$ cat src/rtl/ipac_pkg.sv
// ----------------------------------------------------------------------------
// ipac_pkg
// Shared codes, entry layout and controller/datapath interface types.
// ----------------------------------------------------------------------------
package ipac_pkg;

  localparam int PREFIX_OCTETS_MAX = 4;
  localparam int ADDR_W          = 32;
  localparam int PREFIX_W        = 3;
  localparam int ENTRY_W         = ADDR_W + PREFIX_W;

  // operation codes
  localparam logic [1:0] OP_CLEAR = 2'd0;
  localparam logic [1:0] OP_ADD   = 2'd1;
  localparam logic [1:0] OP_CHECK = 2'd2;

  typedef struct packed {
    logic accept;     // input beat taken this cycle
    logic scan_step;  // read next entry, fold in previous compare
    logic finish;     // fold in last compare, load the result
  } ipac_cmd_t;

  typedef struct packed {
    logic list_on;
    logic empty;
    logic scan_last;
    logic out_busy;   // result held and stalled
  } ipac_stat_t;

  // mask of the leading octets; lengths past four cover the whole address
  function automatic logic [ADDR_W-1:0] prefix_mask(input logic [PREFIX_W-1:0] octets);
    logic [ADDR_W-1:0] m;
    m = '0;
    for (int k = 0; k < PREFIX_OCTETS_MAX; k++) begin
      if (32'(octets) > k) begin
        m[ADDR_W-1-8*k -: 8] = 8'hFF;
      end
    end
    return m;
  endfunction

endpackage

$ cat src/rtl/ipac_ram.sv
// ----------------------------------------------------------------------------
// ipac_ram
// Generic single-write, single-read RAM with registered read data.
// ----------------------------------------------------------------------------
module ipac_ram #(
  parameter int WIDTH = 8,
  parameter int DEPTH = 16
) (
  input  logic                                      clk,
  input  logic                                      wr_en,
  input  logic [(DEPTH > 1 ? $clog2(DEPTH) : 1)-1:0] wr_addr,
  input  logic [WIDTH-1:0]                          wr_data,
  input  logic                                      rd_en,
  input  logic [(DEPTH > 1 ? $clog2(DEPTH) : 1)-1:0] rd_addr,
  output logic [WIDTH-1:0]                          rd_data
);

  logic [WIDTH-1:0] mem [DEPTH];

  always_ff @(posedge clk) begin
    if (wr_en) begin
      mem[wr_addr] <= wr_data;
    end
    if (rd_en) begin
      rd_data <= mem[rd_addr];
    end
  end

endmodule

$ cat src/rtl/ipac_ctrl.sv
// ----------------------------------------------------------------------------
// ipac_ctrl
// Sequencer: takes a beat, scans the table for checks on an enabled, non-empty list, then flushes.
// ----------------------------------------------------------------------------
module ipac_ctrl import ipac_pkg::*; (
  input  logic       clk,
  input  logic       rst,
  input  logic       in_valid,
  output logic       in_stall,
  input  logic [1:0] operation,
  input  ipac_stat_t stat,
  output ipac_cmd_t  cmd
);

  typedef enum logic [1:0] {
    IDLE,
    SCAN,
    FLUSH
  } state_t;

  state_t state;
  logic   take_ok;

  always_comb begin
    take_ok       = (state == IDLE) && !stat.out_busy;
    in_stall      = !take_ok;
    cmd.accept    = in_valid && take_ok;
    cmd.scan_step = (state == SCAN);
    cmd.finish    = (state == FLUSH);
  end

  always_ff @(posedge clk) begin
    if (rst) begin
      state <= IDLE;
    end else begin
      unique case (state)
        IDLE: begin
          if (cmd.accept && operation == OP_CHECK && stat.list_on && !stat.empty) begin
            state <= SCAN;
          end
        end
        SCAN: begin
          if (stat.scan_last) begin
            state <= FLUSH;
          end
        end
        FLUSH: begin
          state <= IDLE;
        end
        default: begin
          state <= IDLE;
        end
      endcase
    end
  end

endmodule

$ cat src/rtl/ipac_dp.sv
// ----------------------------------------------------------------------------
// ipac_dp
// Entry table, fill count, scan index, prefix compare and result register.
// ----------------------------------------------------------------------------
module ipac_dp import ipac_pkg::*; #(
  parameter int MAX_ENTRIES = 16
) (
  input  logic                clk,
  input  logic                rst,
  input  ipac_cmd_t           cmd,
  output ipac_stat_t          stat,
  input  logic                list_enabled,
  input  logic [1:0]          operation,
  input  logic [ADDR_W-1:0]   address,
  input  logic [PREFIX_W-1:0] prefix_octets,
  output logic                out_valid,
  input  logic                out_stall,
  output logic                permitted,
  output logic                table_full
);

  localparam int CNT_W = $clog2(MAX_ENTRIES + 1);
  localparam int IDX_W = (MAX_ENTRIES > 1) ? $clog2(MAX_ENTRIES) : 1;

  logic [CNT_W-1:0]   entry_count;
  logic [IDX_W-1:0]   scan_idx;
  logic               rd_pending;
  logic               hit;
  logic [ADDR_W-1:0]  chk_addr;

  logic [ENTRY_W-1:0] rd_data;
  logic               full, empty, wr_en, match;
  logic               load, load_perm, load_full;

  assign full  = (entry_count == CNT_W'(MAX_ENTRIES));
  assign empty = (entry_count == '0);
  assign wr_en = cmd.accept && (operation == OP_ADD) && !full;

  ipac_ram #(
    .WIDTH (ENTRY_W),
    .DEPTH (MAX_ENTRIES)
  ) u_table (
    .clk     (clk),
    .wr_en   (wr_en),
    .wr_addr (entry_count[IDX_W-1:0]),
    .wr_data ({prefix_octets, address}),
    .rd_en   (cmd.scan_step),
    .rd_addr (scan_idx),
    .rd_data (rd_data)
  );

  assign match = ((chk_addr ^ rd_data[ADDR_W-1:0])
                  & prefix_mask(rd_data[ENTRY_W-1 -: PREFIX_W])) == '0;

  always_comb begin
    load      = 1'b0;
    load_perm = 1'b0;
    load_full = 1'b0;
    if (cmd.accept) begin
      unique case (operation)
        OP_CLEAR: load = 1'b1;
        OP_ADD: begin
          load      = 1'b1;
          load_full = full;
        end
        OP_CHECK: begin
          if (!list_enabled) begin
            load      = 1'b1;
            load_perm = 1'b1;
          end else if (empty) begin
            load = 1'b1;
          end
        end
        default: load = 1'b1;
      endcase
    end else if (cmd.finish) begin
      load      = 1'b1;
      load_perm = hit || (rd_pending && match);
    end
  end

  always_comb begin
    stat.list_on   = list_enabled;
    stat.empty     = empty;
    stat.scan_last = (CNT_W'(scan_idx) == entry_count - CNT_W'(1));
    stat.out_busy  = out_valid && out_stall;
  end

  always_ff @(posedge clk) begin
    if (rst) begin
      entry_count <= '0;
      scan_idx    <= '0;
      rd_pending  <= 1'b0;
      hit         <= 1'b0;
      out_valid   <= 1'b0;
    end else begin
      if (cmd.accept) begin
        if (operation == OP_CLEAR) begin
          entry_count <= '0;
        end else if (wr_en) begin
          entry_count <= entry_count + CNT_W'(1);
        end
        scan_idx   <= '0;
        rd_pending <= 1'b0;
        hit        <= 1'b0;
      end
      if (cmd.scan_step) begin
        scan_idx   <= scan_idx + IDX_W'(1);
        rd_pending <= 1'b1;
        if (rd_pending && match) begin
          hit <= 1'b1;
        end
      end
      if (cmd.finish) begin
        rd_pending <= 1'b0;
      end
      if (load) begin
        out_valid <= 1'b1;
      end else if (out_valid && !out_stall) begin
        out_valid <= 1'b0;
      end
    end
  end

  always_ff @(posedge clk) begin
    if (cmd.accept) begin
      chk_addr <= address;
    end
    if (load) begin
      permitted  <= load_perm;
      table_full <= load_full;
    end
  end

  a_count_bound: assert property (@(posedge clk) disable iff (rst)
    entry_count <= CNT_W'(MAX_ENTRIES))
    else $error("entry count past table depth");

  a_no_overwrite: assert property (@(posedge clk) disable iff (rst)
    !(load && out_valid && out_stall))
    else $error("result loaded over a stalled beat");

  a_finish_after_read: assert property (@(posedge clk) disable iff (rst)
    cmd.finish |-> rd_pending && $past(cmd.scan_step))
    else $error("flush without a pending entry read");

  a_scan_in_range: assert property (@(posedge clk) disable iff (rst)
    cmd.scan_step |-> CNT_W'(scan_idx) < entry_count)
    else $error("scan index beyond filled entries");

endmodule

$ cat src/rtl/ipv4_prefix_access_check.sv
// ----------------------------------------------------------------------------
// ipv4_prefix_access_check
// IPv4 access list with whole-octet prefix matching and a 1-bit enable.
// ----------------------------------------------------------------------------
// One item is in flight at a time. Clear, add, unused operations and checks
// with the list disabled or empty need no scan: the result is registered
// at the accepting edge and, unless the output stalls, the next beat can be
// taken the cycle after. A check against an enabled list scans every stored
// entry: the entry table sits in a RAM with one registered read port, so the
// scan reads one entry per cycle and compares it the cycle after, and a flush
// state folds in the last compare. A finished result waits in the output
// register; a new beat is taken once that register is empty or is being
// drained in the same cycle. The list enable register sits at byte address 0
// (paddr[2] low) and reads back.
// ----------------------------------------------------------------------------
module ipv4_prefix_access_check import ipac_pkg::*; #(
  parameter int MAX_ENTRIES = 16
) (
  input  logic                clk,
  input  logic                rst,
  // APB configuration port
  input  logic                psel,
  input  logic                penable,
  input  logic                pwrite,
  input  logic [2:0]          paddr,
  input  logic [31:0]         pwdata,
  output logic [31:0]         prdata,
  output logic                pready,
  // item input
  input  logic                in_valid,
  output logic                in_stall,
  input  logic [1:0]          operation,
  input  logic [ADDR_W-1:0]   address,
  input  logic [PREFIX_W-1:0] prefix_octets,
  // result output
  output logic                out_valid,
  input  logic                out_stall,
  output logic                permitted,
  output logic                table_full
);

  // register select is the word address bit
  localparam logic REG_LIST_ENABLED = 1'b0;

  logic       list_enabled;
  ipac_cmd_t  cmd;
  ipac_stat_t stat;

  // --- configuration ---------------------------------------------------------
  assign pready = 1'b1;
  assign prdata = (paddr[2] == REG_LIST_ENABLED) ? {31'b0, list_enabled} : 32'b0;

  always_ff @(posedge clk) begin
    if (rst) begin
      list_enabled <= 1'b0;
    end else if (psel && penable && pwrite && pready && paddr[2] == REG_LIST_ENABLED) begin
      list_enabled <= pwdata[0];
    end
  end

  // --- sequencer -------------------------------------------------------------
  ipac_ctrl u_ctrl (
    .clk       (clk),
    .rst       (rst),
    .in_valid  (in_valid),
    .in_stall  (in_stall),
    .operation (operation),
    .stat      (stat),
    .cmd       (cmd)
  );

  // --- table, compare and result register ------------------------------------
  ipac_dp #(
    .MAX_ENTRIES (MAX_ENTRIES)
  ) u_dp (
    .clk           (clk),
    .rst           (rst),
    .cmd           (cmd),
    .stat          (stat),
    .list_enabled  (list_enabled),
    .operation     (operation),
    .address       (address),
    .prefix_octets (prefix_octets),
    .out_valid     (out_valid),
    .out_stall     (out_stall),
    .permitted     (permitted),
    .table_full    (table_full)
  );

endmodule

$ cat config.mk
export PLATFORM = sky130hd
export DESIGN_NAME = ipv4_prefix_access_check
export DESIGN_NICKNAME = d
export VERILOG_FILES = /design/src/rtl/ipac_pkg.sv /design/src/rtl/ipac_ram.sv /design/src/rtl/ipac_ctrl.sv /design/src/rtl/ipac_dp.sv /design/src/rtl/ipv4_prefix_access_check.sv
export SDC_FILE = /design/constraint.sdc
export NUM_CORES = 1
export LEC_CHECK = 0
export ABC_AREA = 1
export BUFFER_PORTS_ARGS = -buffer_cell sky130_fd_sc_hd__clkbuf_2
export CAP_MARGIN = 5
export CORE_MARGIN = 4
export CORE_UTILIZATION = 52
export CTS_BUF_LIST = sky130_fd_sc_hd__clkbuf_16
export CTS_CLUSTER_DIAMETER = 150
export DETAILED_ROUTE_END_ITERATION = 6
export PLACE_DENSITY = 0.68
export SLEW_MARGIN = 20
export SYNTH_ARGS = -nofsm -noshare
export SYNTH_HDL_FRONTEND = slang
export SYNTH_SLANG_ARGS = --single-unit
$ cat constraint.sdc
create_clock -name clk -period 8.4 [get_ports clk]
set_clock_uncertainty 0.2 [all_clocks]
set_input_delay 1.68 -clock clk [delete_from_list [all_inputs] [get_ports clk]]
set_output_delay 1.68 -clock clk [all_outputs]
set_load 0.02 [all_outputs]
# Yosys cells after proc, flatten, opt, wreduce, memory -nomap -nowiden
# Memories as Yosys holds them, arrays and structs flattened. A register that Yosys moved wholly into a read port is not among the register bits.
# Index checks and enable logic that the tools add are counted.
# totals
regBits,49
ram_bits,560
input_bits,79
out_inout_bits,37
mem_count,1
# mem_list
memory,depth,width,rd,rd_ports_with_merged_regs,wr,line,source
u_dp.u_table.mem,16,35,1,1,1,ipac_ram.sv:18,logic [WIDTH-1:0] mem [DEPTH];
# op_classes
n_addsub,3
magnitude_cmp,4
n_eq_ne,8
muxes,30
n_bitwise,3
reduce_logical,30
# op_table
cell,count
32-bit bitwise AND,1
32-bit zero test,1
8-bit 2-to-1 mux,4
32-bit XOR,1
1-bit 2-to-1 mux,19
1-bit logical AND,13
5-bit 2-to-1 mux,2
4-bit 2-to-1 mux,2
"3-bit by 1-bit > comparator with 1-bit output, second input constant",2
"3-bit by 2-bit > comparator with 1-bit output, second input constant",2
2-bit AND reduction,3
2-bit nonzero test,3
"5-bit by 1-bit adder with 5-bit output, second input constant",1
4-bit by 5-bit == test with 1-bit output,1
"5-bit == test, second input constant",1
1-bit zero test,5
5-bit zero test,1
"5-bit by 1-bit subtractor with 5-bit output, second input constant",1
"4-bit by 1-bit adder with 4-bit output, second input constant",1
"2-bit by 1-bit == test with 1-bit output, second input constant",2
"2-bit == test, second input constant",2
2-bit zero test,2
2-bit 2-to-1 mux,2
"2-bit inequality test, second input constant",2
other kinds (4),4

# Depth between registers and ports, before layout
# Gate-level depths: netlist of the first run.
# depth
word_depth,9
ltp_mapped,12
mapped_depth_nobuf,12

# Hierarchy
# A second synthesis of the first run with hierarchy kept.
# unflattened
hier_cells,2676
hier_area_um2,27878.0
# modules_own_cells
module,instances,cells_per_inst,area_each_um2,seq_area_each_um2
ipac_ram,1,2315,24956.4,17867.1
ipac_dp,1,293,2477.4,1261.2
ipv4_prefix_access_check,1,47,317.8,20.0
ipac_ctrl,1,21,126.4,40.0

# Worst setup path before layout of the first run
# Ideal clock, no wire load.
# synth_path
kind,input to register
startpoint,input out_stall
endpoint,memory u_dp.u_table.mem[10][0] (netlist name) (enable)
t_arrival_ns,4.338
t_required_ns,7.773
setup_slack_ns,3.434
path_stages,7
path_buffers,0
path_cell_list,nand2_1 > nand4_2 > inv_2 > nand4_2 > inv_2 > nand2_1 > nor2_1
# synth_rtl
element,line,source
"start, declared",ipv4_prefix_access_check.sv:37,"input logic out_stall,"
"end, declared",ipac_ram.sv:18,

==> flow_summary_export.csv, run 1 <==
group,metric,value,unit
synth,synthTopCellsByCount,"edfxtp_1, inv_1, a21oi_1",
timing,holdWs,0.297,ns
floorplanning,ios,116,
power_and_ir_drop,power.density,216,nW/um2
grt,grt_pass1_vias,14500,
setup_path,critPathLaunch,"out_stall",
detailed_routing,ant_nets,0,
synth,ys_top_cells_by_area,"edfxtp_1, mux2i_1, o211ai_1, a21oi_1, inv_1",
layout,post-route-util,0.577,
detailed_routing,viasPerCell,5.56,
setup_path,cp-start-kind,"input pin",
setup_path,cp_num_buf_inv,4,
setup_path,worstPathRequired,8.47,ns
layout,fillers,3900,
clocking,cts_made_buffers,61,
run,max-cap-violations,0,
synth,synth_most_common_cell,"edfxtp_1",
grt,grt_max_degree,210,
setup_path,crit_arrival,4.86,ns
setup_path,critPathMaxFanout,36,
timing,hold_viol,0,
timing,tns,0,ns
detailed_routing,first_pass_iters,5,
timing,rsz0062_at_grt,"false",
grt,grt_pass1_wl,84.5,mm
timing,relSlewSlack,0.179,
detailed_routing,drt_iter0_drc,1324,
hold_path,min_path_type,"register to register",
layout,final_cells,2653,
timing,worstMarginPinSlew,1.23,ns
floorplanning,die_x,234,um
power_and_ir_drop,finalPower,6.28,mW
setup_path,crit_slowest_cell,"inv_2",
power_and_ir_drop,p_leak,9.77,nW
timing,period_minus_slack,4.79,ns
grt,track_usage,0.202,
setup_path,end_kind,"register",
clocking,clk_latency,0.61,ns
synth,synth.top_cell.area_share,0.710,
synth,synthFlopType,"edfxtp_1",
floorplanning,dieArea,54900,um2
setup_path,crit_path_cell_trace,"clkbuf_2 -> nand2_1 -> nand4_2 -> inv_2 -> nand4_2 -> inv_2 -> nand2_1 -> nor2_4 -> buf_4",
placement,dpl.cell_count,2544,
setup_path,crit_type,"input pin to register",
clocking,cts_buffer_depth,3,
grt,antenna_found_initial,1,
synth,avgSynthCellArea,14.0,um2
hold_path,worstHoldStart,"u_dp.hit",
detailed_routing,drc,0,
layout,final_layout_size_suffix_gt1_frac,0.114,
placement,io_buffers,50,
clocking,h-tree-depth,2,
grt,grt_overflow,0,
power_and_ir_drop,peakVddDrop,0.162,mV
synth,synth_warnings,0,
layout,area_delta_synth_final,9.13,%
placement,hpwl,29.5,mm
detailed_routing,wl_per_cell,20.8,um
timing,final.period_utilization,0.570,
setup_path,r2r_start,"u_ctrl.state[0]",
run_status,outcome,"complete, no violations",
synth,synth_largest_area_cell,"edfxtp_1",
synth,async_flop_share,0,
synth,ys_types,37,
synth,synth-seq-cells,644,
setup_path,slowest_delay,0.78,ns
floorplanning,dieHeight,234,um
synth,syn_inst,1899,
clocking,cts.sinks,644,
synth,syn_area,26600,um2
timing,report.final.slew_viol_count,0,
setup_path,critPathTopFamily,"simple AND/OR/NAND/NOR gates",
timing,fmax,0.209,GHz
floorplanning,core_area,50400,um2
floorplanning,row_count,82,
synth,synth-seq-area-share,0.721,
clocking,ctsHoldBuffers,0,
synth,synth_edf_count,629,
clocking,cts_tree,"done",
detailed_routing,postRouteWirelength,55.1,mm
detailed_routing,dr_total_vias,14700,
layout,nNetsFinal,2020,
placement,place.gp.congestion,0.778,
clocking,clk_pin_slew,0.06,ns
floorplanning,start_util,0.528,
clocking,cts_resized,0,
clocking,cts_root_buffer,"clkbuf_16",
clocking,cts_setup_buffers,0,
timing,finalSetupViolCount,0,
-- area by class of cell --
type                            instances  area, um2  share of cell area
Sequential cell                       644      19200               0.661
Multi-Input combinational cell        944       5860               0.202
Clock buffer                           61       1530              0.0526
Tap cell                              672        841              0.0290
Inverter                              206        776              0.0267
Timing Repair Buffer                   78        473              0.0163
Clock inverter                         47        363              0.0125
Antenna cell                            1       2.50           0.0000862
-- report_power, final --
part	internal (mW)	switching, mW	total, mW
combinational	0.0239	0.0908	0.115
clock	1.49	1.12	2.61
sequential	3.54	0.00677	3.55
total	5.06	1.22	6.28
-- metal layers --
layer / wire length (um) / vias up / track usage
li1: - / 6956 / -
met4: 1280 / 0 / 0.0613
met1: 24000 / 7305 / 0.276
met3: 2840 / 84 / 0.0282
met5: 0 / - / 0
met2: 26900 / 402 / 0.341
-- worst register-to-register path, delay by kind of cell, from the launching register on --
kind / cells / cell delay [ns]
DFF: 1 / 0.32
buffers and inverters: 4 / 1.57
and+or+nand+nor: 4 / 1.52
-- stage by stage --
| stage | worst slack (ns) | area (um2) |
|---|---|---|
| floorplan | 3.43 | 26700 |
| global placement | 3.05 | 27200 |
| detailed placement | 2.98 | 27200 |
| CTS | 3.60 | 29000 |
| global route | 3.41 | 29000 |
| finish | 3.61 | 29000 |
-- worst paths after layout --
kind                                    to  slack (ns)  cells after the start
setup reg to reg  u_dp.u_table.mem[14][17]        4.44                      8
hold reg to reg                   u_dp.hit        0.30                      2
hold / removal                    u_dp.hit        0.30                      2
setup / recovery  u_dp.u_table.mem[14][17]        3.61                      9
-- flip-flops by register name, indices dropped and copies added (netlist names) --
register and cells:
u_dp.u_table.mem 560, u_dp.u_table.rd_data 35, u_dp.chk_addr 32, u_dp.entry_count 5, u_dp.scan_idx 4, u_ctrl.state 2, list_enabled 1, u_dp.hit 1
u_dp.out_valid 1, u_dp.permitted 1, u_dp.rd_pending 1, u_dp.table_full 1
-- logic make-up after synthesis --
logic type,Yosys count,synth area share
xor+xnor,7,0.00230
buf+inv,341,0.0678
compound gates,489,0.110
mux,140,0.0527
other cells,2,0.000282
simple gates,270,0.0429
fa+ha+maj,6,0.00282
flops,644,0.721
-- layout by cell type, fill, tap and decap left out, types with 5 or more instances in the layout --
cell / synthesis / layout
nand2_1: 145 / 145
nor2_4: 0 / 17
inv_2: 7 / 9
buf_4: 33 / 27
nor3_1: 6 / 6
clkbuf_16: 0 / 61
a21oi_1: 150 / 150
nor2_1: 47 / 30
clkbuf_2: 0 / 50
edfxtp_1: 629 / 629
nand3_1: 57 / 57
inv_1: 197 / 211
bufinv_16: 0 / 6
o21ai_0: 139 / 139
or2_1: 5 / 5
conb_1: 2 / 32
clkinv_1: 1 / 11
clkinv_2: 0 / 11
o211ai_2: 24 / 24
dfxtp_1: 15 / 11
o211ai_1: 116 / 116
o21ai_1: 56 / 56
ha_1: 6 / 6
mux2i_1: 140 / 140
No activity file was read; power rests on OpenSTA's default activity.
==> run 2, diff against run 1 <==
- clock period: 8.4 -> 4.6 ns (I/O delays scaled with it)
==> run 2 against run 1 <==
  * Sequential power is 83% higher
  * Count of clock-buffer cells in the layout is 9 higher
  * Worst setup slack worse by 2.2 ns
  * Sequential share of layout area is 0.90 points lower
  * Design area is 1.4% higher
  * Power is 87% higher
  * Global-route usage is 0.62 points higher
  * Critical endpoint is now u_dp.u_table.mem[5][15]
  * Largest power group unchanged
==> flow_summary_export.csv, run 2 (same netlist as run 1, synthesis figures left out) <==
group,metric,value,unit
setup_path,cp-start-kind,"register",
floorplanning,ios,116,
power_and_ir_drop,switching_power,2.28,mW
layout,final_layout_size_suffix_gt1_frac,0.121,
layout,nNetsFinal,2039,
layout,area_delta_synth_final,10.6,%
floorplanning,start_util,0.528,
power_and_ir_drop,p_int,9.47,mW
clocking,cts_setup_buffers,0,
layout,regArea,19200,um2
clocking,cts_made_buffers,66,
power_and_ir_drop,seqPwrFrac,0.551,
layout,reg.largest.list,"u_dp.u_table.mem: 560 flops, u_dp.u_table.rd_data: 35 flops, u_dp.chk_addr: 32 flops",
timing,period_minus_slack,3.17,ns
hold_path,min_path_type,"register to register",
detailed_routing,postRouteWirelength,56.9,mm
detailed_routing,drt_iter0_drc,1362,
power_and_ir_drop,clockPowerShare,0.431,
clocking,cts_resized,0,
timing,relSlewSlack,0.252,
timing,fmax,0.316,GHz
layout,largest_reg_flops,560,
run_status,outcome,"complete, no violations",
placement,hpwl,30.6,mm
grt,grt_overflow,0,
timing,finalSetupViolCount,0,
floorplanning,dieHeight,234,um
placement,io_buffers,50,
grt,antenna_found_initial,1,
layout,design_area,29400,um2
setup_path,crit_arrival,3.25,ns
setup_path,end_kind,"register",
clocking,h-tree-depth,3,
grt,grt_pass1_vias,14500,
clocking,cts_tree,"done",
grt,grt_max_degree,144,
placement,place.gp.congestion,0.773,
timing,hold_viol,0,
timing,rsz0062_at_grt,"false",
clocking,cts_buffer_depth,3,
layout,fillers,3844,
layout,multi_input_area,5860,um2
run,max-cap-violations,0,
clocking,cts.sinks,644,
layout,final_cell_mix,"edfxtp_1, inv_1, a21oi_1",
layout,post-route-util,0.585,
floorplanning,die_x,234,um
placement,place_area,27400,um2
timing,final.period_utilization,0.689,
power_and_ir_drop,switching_share,0.194,
clocking,ctsHoldBuffers,0,
floorplanning,dieArea,54900,um2
grt,grt_pass1_wl,85.9,mm
clocking,clk_pin_slew,0.06,ns
detailed_routing,dr_total_vias,14900,
detailed_routing,wl_per_cell,21.3,um
clocking,cts_root_buffer,"clkbuf_16",
floorplanning,core_area,50400,um2
grt,track_usage,0.208,
power_and_ir_drop,p_leak,10.0,nW
layout,largest_register,"u_dp.u_table.mem",
timing,tns,0,ns
detailed_routing,drc,0,
clocking,clk_latency,0.59,ns
setup_path,critPathMaxFanout,18,
power_and_ir_drop,peakVddDrop,0.255,mV
timing,worstMarginPinSlew,1.12,ns
power_and_ir_drop,power.density,399,nW/um2
detailed_routing,ant_nets,0,
setup_path,worstPathRequired,4.69,ns
timing,holdWs,0.298,ns
detailed_routing,first_pass_iters,5,
timing,report.final.slew_viol_count,0,
setup_path,crit_type,"register to register",
floorplanning,row_count,82,
layout,final_common_cell,"edfxtp_1",
detailed_routing,viasPerCell,5.58,
power_and_ir_drop,p_comb_frac,0.018,
-- run 2: cell types whose count changed in the layout (fill, tap and decap cells not counted), sizes merged --
cell and change:
buf +14, clkbuf +9, inv +8, clkinvlp -4, bufinv -2, clkinv -2
-- run 2: cell type report --
class / instances / area share
antenna: 1 / 0.0000850
clock buffer: 70 / 0.0595
clock inverter: 47 / 0.0105
inverter: 206 / 0.0263
multi-input combinational: 944 / 0.199
sequential: 644 / 0.652
tap: 672 / 0.0286
timing repair buffer: 92 / 0.0239
-- run 2: per-layer routing --
metal / global-route usage / part of all wire
met1: 0.290 / 0.44
met4: 0.0637 / 0.021
met5: 0 / 0
met2: 0.344 / 0.49
met3: 0.0305 / 0.053
-- run 2: critical path: stages, from the launching register on --
cell	delay, ns
dfxtp_1	0.46
inv_1	0.16
ha_1	0.26
nand3_1	0.13
nand4_2	0.21
inv_2	0.16
nand2_1	0.24
nor2_4	0.70
buf_4	0.33
-- run 2: power groups by stage --
stage / Clock (mW) / Sequential (mW) / Combinational (mW)
after floorplan: 0 / 6.61 / 0.111
after global placement: 0 / 6.60 / 0.205
after detailed placement: 0 / 6.60 / 0.211
after CTS: 5.15 / 6.48 / 0.212
after global routing: 5.40 / 6.48 / 0.236
final: 5.07 / 6.48 / 0.211
-- run 2: final timing paths --
check / from / cells after the start / end / slack, ns
worst min-delay path: u_dp.hit / 2 / u_dp.hit / 0.30
worst max-delay path: u_dp.entry_count[0] / 8 / u_dp.u_table.mem[5][15] / 1.43
worst max register to register: u_dp.entry_count[0] / 8 / u_dp.u_table.mem[5][15] / 1.43
worst min register to register: u_dp.hit / 2 / u_dp.hit / 0.30
-- run 2: stage by stage --
step                total power [mW]  setup WS, ns  std cells
finish                          11.8          1.43       2676
global route                    12.1          1.26       2676
CTS                             11.8          1.39       2675
detailed placement              6.82         0.984       2558
global placement                6.81          1.03       2558
floorplan                       6.72         0.394       1929
==> run 3, diff against run 2 <==
- PLACE_DENSITY: 0.68 -> 0.71
- clock period: 4.6 -> 2.65 ns (I/O delays scaled with it)
==> run 3 against run 2 <==
  * Combinational power up 88%
  * Sequential cell count unchanged
  * Register-to-register slack worse by 1.3 ns
  * Core utilization up 1.2 points
  * Die area unchanged
  * Critical endpoint is now u_dp.u_table.mem[5][8]
  * Highest routed layer is now met5
==> flow_summary_export.csv, run 3 (same netlist as run 1, synthesis figures left out) <==
group,metric,value,unit
grt,busiest_layer,"met2",
setup_path,end_kind,"register",
timing,finalSetupViolCount,0,
timing,worstMarginPinSlew,0.660,ns
placement,hpwl,34.2,mm
placement,io_buffers,50,
layout,largest_register,"u_dp.u_table.mem",
clocking,cts_tree,"done",
clocking,clk_pin_slew,0.06,ns
grt,grt_pass1_wl,88.6,mm
layout,post-route-util,0.596,
grt,gr-usage-met1,0.281,
detailed_routing,first_pass_iters,6,
floorplanning,ios,116,
detailed_routing,ant_nets,0,
detailed_routing,dr_total_vias,15100,
layout,num_antenna_cells,0,
layout,final_common_cell,"edfxtp_1",
setup_path,crit_type,"register to register",
grt,antenna_found_initial,1,
floorplanning,core_area,50400,um2
timing,hold_viol,0,
grt,grt_pass1_vias,15200,
clocking,cts.sinks,644,
clocking,cts_root_buffer,"clkbuf_16",
timing,period_minus_slack,2.54,ns
detailed_routing,drt_iter0_drc,1454,
grt,use_met2,0.368,
setup_path,cp-start-kind,"register",
detailed_routing,viasPerCell,5.57,
power_and_ir_drop,p_int,16.1,mW
floorplanning,dieHeight,234,um
layout,final_cell_mix,"edfxtp_1, inv_1, a21oi_1",
power_and_ir_drop,seqPwrFrac,0.562,
layout,fillers,3763,
clocking,cts_made_buffers,66,
setup_path,worstPathRequired,2.70,ns
timing,fmax,0.393,GHz
power_and_ir_drop,clockPowerShare,0.418,
layout,largest_reg_flops,560,
setup_path,crit_cells,8,
setup_path,critPathTopFamily,"simple AND/OR/NAND/NOR gates",
floorplanning,start_util,0.528,
layout,area_delta_synth_final,12.9,%
layout,final_layout_size_suffix_gt1_frac,0.137,
grt,grt_overflow,0,
run_status,outcome,"complete, no violations",
power_and_ir_drop,switching_share,0.197,
setup_path,crit_slowest_cell,"dfxtp_1",
grt,globalRouteMet3Util,0.0377,
run,max-cap-violations,0,
floorplanning,dieArea,54900,um2
clocking,h-tree-depth,3,
clocking,clk_latency,0.59,ns
floorplanning,row_count,82,
clocking,cts_buffer_depth,3,
hold_path,hold_depth,2,
grt,grt_max_degree,63,
setup_path,critPathMaxFanout,16,
placement,dpl.cell_count,2601,
setup_path,crit_arrival,2.59,ns
timing,relSlewSlack,0.560,
timing,final.period_utilization,0.959,
timing,rsz0062_at_grt,"false",
timing,report.final.slew_viol_count,0,
layout,nNetsFinal,2083,
setup_path,cp_num_buf_inv,3,
hold_path,min_path_type,"input pin to register",
power_and_ir_drop,p_leak,10.3,nW
placement,place.gp.congestion,0.780,
power_and_ir_drop,p_comb_frac,0.020,
setup_path,worstRegToRegCells,8,
layout,reg.largest.list,"u_dp.u_table.mem: 560 flops, u_dp.u_table.rd_data: 35 flops, u_dp.chk_addr: 32 flops",
power_and_ir_drop,switching_power,3.94,mW
layout,final_cells,2716,
grt,track_usage,0.214,
detailed_routing,drc,0,
floorplanning,die_x,234,um
power_and_ir_drop,peakVddDrop,0.600,mV
power_and_ir_drop,power.density,666,nW/um2
detailed_routing,wl_per_cell,21.3,um
setup_path,slowest_delay,0.38,ns
detailed_routing,postRouteWirelength,57.9,mm
timing,tns,0,ns
setup_path,crit_path_cell_trace,"inv_1 -> ha_1 -> nand3_1 -> nand4_4 -> inv_2 -> nand2_2 -> nor2_4 -> buf_4",
## run 3: power by group through the flow
stage                     logic, mW  clock network [mW]  registers [mW]
after floorplan               0.200                   0            11.5
after global placement        0.385                   0            11.5
after detailed placement      0.398                   0            11.5
after CTS                     0.400                8.52            11.2
after global routing          0.439                9.00            11.2
final                         0.397                8.38            11.2
## run 3: layer usage
metal  vias to the layer above  part of all wire
li1                       7094                 -
met1                      7478              0.41
met2                       468              0.51
met3                        88             0.061
met4                         2             0.020
met5                         -           0.00022
## run 3: path summary, 6_finish.rpt
path                        from                endpoint  slack, ns
max          u_dp.entry_count[1]  u_dp.u_table.mem[5][8]       0.11
min                     paddr[2]            list_enabled       0.04
max reg2reg  u_dp.entry_count[1]  u_dp.u_table.mem[5][8]       0.11
min reg2reg             u_dp.hit                u_dp.hit       0.28
## run 3: worst reg2reg max path: stages (launching register included)
cell and delay [ns]:
dfxtp_1 0.38, inv_1 0.13, ha_1 0.26, nand3_1 0.19, nand4_4 0.18, inv_2 0.16, nand2_2 0.18, nor2_4 0.19
buf_4 0.34
## run 3: area by class of cell
| type | instances | area [um2] | area share |
|---|---|---|---|
| flip-flops and latches | 644 | 19200 | 0.639 |
| multi-input cells | 944 | 5880 | 0.196 |
| clock buffers | 69 | 1730 | 0.0575 |
| repair buffers | 136 | 1400 | 0.0466 |
| well taps | 672 | 841 | 0.0280 |
| inverters | 206 | 783 | 0.0261 |
| clock inverters | 45 | 214 | 0.00712 |
## run 3: per-stage QoR
step	setup slack [ns]	hold WS [ns]	area [um2]	total power, mW
6_report	0.108	0.0384	30000	20.0
5_1_grt	0.0157	0.0253	30000	20.7
4_1_cts	0.108	0.000259	30000	20.2
3_5_place_dp	0.0136	0.276	28100	11.9
3_3_place_gp	0.0507	0.267	28100	11.8
2_1_floorplan	0.00422	0.255	26900	11.7
## run 3: what timing repair did
action                    in CTS  in global routing
hold buffers                   1                  0
gates resized for setup        0                  0
buffers inserted               0                  0
hold endpoints to repair       1                  0
